## config.mk

```make
export PLATFORM = sky130hd
export DESIGN_NAME = dsr_ctrl
export DESIGN_NICKNAME = d
export VERILOG_FILES = /design/src/rtl/dsr_pkg.sv /design/src/rtl/dsr_ctrl.sv
export SDC_FILE = /design/constraint.sdc
export NUM_CORES = 1
export LEC_CHECK = 0
export ABC_AREA = 0
export BUFFER_PORTS_ARGS = -buffer_cell sky130_fd_sc_hd__buf_2
export CORE_AREA = 4 4 41 43
export DETAILED_ROUTE_END_ITERATION = 8
export DIE_AREA = 0 0 45 47
export HOLD_SLACK_MARGIN = 0.02
export PLACE_DENSITY = 0.33
export SLEW_MARGIN = 40
export SYNTH_ARGS = -nofsm -noshare
export SYNTH_HDL_FRONTEND = slang
export SYNTH_SLANG_ARGS = --single-unit
```

## constraint.sdc

```tcl
create_clock -name clk_i -period 1.25 [get_ports clk_i]
set_input_delay 0 -clock clk_i [delete_from_list [all_inputs] [get_ports clk_i]]
set_output_delay 0 -clock clk_i [all_outputs]
set_load 0.01 [all_outputs]
```

## src/rtl/dsr_pkg.sv

```systemverilog
`timescale 1ns / 1ps
// ----------------------------------------------------------------------------
// dsr_pkg
// Shared types, codes and widths of the descriptor slot ring.
// ----------------------------------------------------------------------------
package dsr_pkg;

  // Field widths fixed by the port list
  localparam int OpW      = 2;
  localparam int SlotIdxW = 10;
  localparam int LenW     = 21;
  localparam int SeqW     = 16;
  localparam int TsW      = 32;
  localparam int StatW    = 3;
  localparam int CntW     = 64;
  localparam int CfgIdxW  = 1;
  localparam int CfgDataW = 21;

  localparam int RingOrderDefault = 10;
  localparam logic [LenW-1:0] MaxPayloadReset = LenW'(2048);

  // Operation codes
  localparam logic [OpW-1:0] OP_PUSH    = 2'd0;
  localparam logic [OpW-1:0] OP_POP     = 2'd1;
  localparam logic [OpW-1:0] OP_RELEASE = 2'd2;

  // Configuration register indexes
  localparam logic [CfgIdxW-1:0] CFG_MAX_PAYLOAD = 1'b0;
  localparam logic [CfgIdxW-1:0] CFG_RUNNING     = 1'b1;

  typedef enum logic [StatW-1:0] {
    STAT_OK      = 3'd0,
    STAT_STOPPED = 3'd1,
    STAT_BADARG  = 3'd2,
    STAT_FULL    = 3'd3,
    STAT_EMPTY   = 3'd4
  } status_e;

  typedef enum logic [1:0] {
    SLOT_FREE  = 2'd0,
    SLOT_READY = 2'd1,
    SLOT_INUSE = 2'd2
  } slot_state_e;

  typedef struct packed {
    logic [LenW-1:0] len;
    logic [SeqW-1:0] seq;
    logic [TsW-1:0]  ts;
  } slot_payload_t;

  // Controller to datapath
  typedef struct packed {
    logic clear_step;  // write one free entry of the clearing pass
    logic accept;      // latch operation, read slot memories
    logic exec;        // decide, write back, update counters and result
  } dsr_cmd_t;

  // Datapath to controller
  typedef struct packed {
    logic clear_last;  // clearing pass is at its final entry
  } dsr_sts_t;

endpackage

```

## src/rtl/dsr_ctrl.sv

```systemverilog
`timescale 1ns / 1ps
// ----------------------------------------------------------------------------
// dsr_ctrl
// Sequencer: clearing pass after reset, then accept / execute per operation.
// ----------------------------------------------------------------------------
module dsr_ctrl (
  input  logic              clk_i,
  input  logic              rst_ni,
  input  logic              start_i,
  input  dsr_pkg::dsr_sts_t sts_i,
  output dsr_pkg::dsr_cmd_t cmd_o,
  output logic              busy_o,
  output logic              done_o
);

  typedef enum logic [1:0] {
    S_CLEAR,
    S_IDLE,
    S_EXEC
  } ctrl_state_e;

  ctrl_state_e state_q;
  logic        busy_q;
  logic        done_q;

  always_comb begin
    cmd_o.clear_step = (state_q == S_CLEAR);
    cmd_o.accept     = (state_q == S_IDLE) && start_i;
    cmd_o.exec       = (state_q == S_EXEC);
  end

  always_ff @(posedge clk_i or negedge rst_ni) begin
    if (!rst_ni) begin
      state_q <= S_CLEAR;
      busy_q  <= 1'b1;
      done_q  <= 1'b0;
    end else begin
      done_q <= 1'b0;
      unique case (state_q)
        S_CLEAR: begin
          if (sts_i.clear_last) begin
            state_q <= S_IDLE;
            busy_q  <= 1'b0;
          end
        end
        S_IDLE: begin
          if (start_i) begin
            state_q <= S_EXEC;
            busy_q  <= 1'b1;
          end
        end
        S_EXEC: begin
          state_q <= S_IDLE;
          busy_q  <= 1'b0;
          done_q  <= 1'b1;
        end
        default: begin
          state_q <= S_IDLE;
          busy_q  <= 1'b0;
        end
      endcase
    end
  end

  assign busy_o = busy_q;
  assign done_o = done_q;

endmodule

```

==> impl_metrics.toml <==
[floorplan]
initial_core_util = 0.1221
io_pins = 9
core_um2 = 1301
rows = 13
die_w_um = 45
fp.dieArea_um2 = 2115
die_h_um = 47

[worst_setup_path]
worstPathRequired_ns = 1.25
rr_startpoint = "state_q[0]$_DFFE_PN0P_"
rr_worst_depth = 2
crit_arrival_ns = 1.04
endpoint_kind = "output pin"
crit_path_max_fanout = 7
r2r_end = "state_q[0]$_DFFE_PN0P_"
crit_type = "flop to output pin"
crit_path_start_kind = "flop"
r2r_slack_ns = 0.32

[min_path]
hp-start = "sts_i"
hold_path_end = "busy_o$_DFFE_PN1P_"
hp-class = "input pin to flop"
min_path_cells = 3

[power]
p_int_w = 0.0003409
comb_power_share = 0.223
sw_frac_of_total = 0.2814
p_switching_w = 0.0001335
p_per_area_nw_per_um2 = 1868
seqPwrFrac = 0.404
peakVddDrop_mv = 0.4035
leakage_nw = 0.1358
clock_power_share = 0.373
power_w = 0.0004744

[clock_tree]
htree_levels = 1
cts-root-buf = "clkbuf_4"
post_cts_buffers = 0
cts.sinks = 4
numCtsBuffers = 3
worstSkewPairLatency_ns = 0.24
clk_pin_slew_ns = 0.04
cts_tree = "yes"
clockBufferDepth = 2

[global_routing]
grt_overflow = 0
antenna_found_initial = 0
grt_max_degree = 8
grt.total_usage = 0.05305
grt_pass1_wl_um = 669
grt_pass1_vias = 155

[layout]
drive_gt1_frac = 0.4815
nNetsFinal = 32
n_antenna_cell = 0
area_growth_pct = 59.84

[drt]
dr.pass1.iters = 2
drc_errors = 0
vias_per_cell = 3.167
drt_iter0_drc = 4
wire_per_inst_um = 9.405
wirelength_um = 395
drtAntennaViolNets = 0
vias = 133

[timing]
grt_setup_unrepaired = "no"
relSlewSlack = 0.8571
worstMarginPinSlew_ns = 0.2144
fmax_mhz = 965.4
tns_ns = 0
finalCriticalPeriod_ns = 1.036
final_max_slew_viol_count = 0
hold_violations = 0
finClkSkew_ns = 0.005380
fin_crit_sh = 0.8287
finalSetupViolCount = 0

[synthesis]
synth_largest_area_cell = "dfrtp_1"
syn_nets = 18
synthCells = 14
synth_cell_types = 10
ys_ff_latch = 4
syn-cell-area_um2 = 158.9
synthTopCellsByArea = "dfrtp_1, dfstp_2, nor2_1"
yosysSeqAreaShare = 0.6378
yosys_warnings = 0
syn_area_per_cell_um2 = 11.35
yosysTopAreaCellShare = 0.4724

[run_status]
status = "complete, no violations"

[placed_design]
place.gp.congestion = 0.6618
io_buffer_count = 8

[job]
cap_violations = 0
[synth_stat cells]
master	n
o22ai_1	1
dfrtp_1	3
and2b_1	1
dfstp_2	1
nor2_1	3
or2_1	1
a21o_1	1
and2b_2	1
nand2b_1	1
nand2_1	1
[critical path, stage by stage (launching register included)]
cell and delay (ns):
dfrtp_1 0.44, and2b_2 0.23, buf_2 0.14
[sequential cells by signal, summed over array words and instances (netlist names)]
register,count
done_o,1
busy_o,1
state_q,2
[power groups by stage]
| stage | clock (W) | sequential (W) | combinational, W |
|---|---|---|---|
| after floorplan | 0 | 0.000197 | 0.0000526 |
| after global placement | 0 | 0.000192 | 0.000104 |
| after detailed placement | 0 | 0.000193 | 0.000105 |
| after CTS | 0.000190 | 0.000191 | 0.000108 |
| after global routing | 0.000211 | 0.000197 | 0.000118 |
| final | 0.000177 | 0.000192 | 0.000106 |
[per-stage QoR]
stage	util	instances	worst slack [ns]	hold WS, ns	cell area, µm²
after floorplan	-	14	0.3722	-0.2956	158.9
after global placement	0.1673	37	0.3423	-0.1882	217.7
after detailed placement	0.1673	37	0.3399	-0.1877	217.7
after CTS	0.1952	42	0.2012	0.03534	254.0
after global routing	0.1952	42	0.1610	0.05519	254.0
final	0.1952	42	0.2141	0.03907	254.0
[layer usage]
layer | wire [µm] | track usage | vias up
li1 | - | - | 71
met1 | 184 | 0.05721 | 54
met2 | 153 | 0.04802 | 8
met3 | 57 | 0.03831 | 0
met4 | 0 | 0.08772 | 0
met5 | 0 | 0 | -
[layout make-up]
class,count,area [µm²]
clock buffers,4,26.28
fillers,155,1047
well taps,15,18.77
repair buffers,9,50.05
multi-input cells,10,57.56
flip-flops and latches,4,101.3
[cells by family after synthesis]
group | Yosys count | synth area share
AND/OR/NAND/NOR | 8 | 0.2756
flip-flops | 4 | 0.6378
AO/OA/AOI/OAI | 2 | 0.08666
[layout by cell type, fill, tap and decap left out, drive strengths merged]
master	count
or2	1
buf	8
nand2b	1
nor2	3
dlygate4sd3	1
o22ai	1
dfstp	1
clkbuf	4
nand2	1
dfrtp	3
and2b	2
a21o	1
[timing repair]
item,CTS,global route
endpoints found under the hold margin,4,0
hold buffers,1,0
gates resized for setup,0,0
[worst max path at each step]
stage,startpoint,depth (start not counted),end
after floorplan,state_q[0]$_DFFE_PN0P_,2,state_q[0]$_DFFE_PN0P_
after global placement,state_q[0]$_DFFE_PN0P_,2,state_q[0]$_DFFE_PN0P_
after detailed placement,state_q[0]$_DFFE_PN0P_,2,state_q[0]$_DFFE_PN0P_
after CTS,state_q[1]$_DFFE_PN0P_,2,cmd_o[0]
after global routing,state_q[1]$_DFFE_PN0P_,2,cmd_o[0]
final,state_q[1]$_DFFE_PN0P_,2,cmd_o[0]
Power figures use the tool's default switching activity.
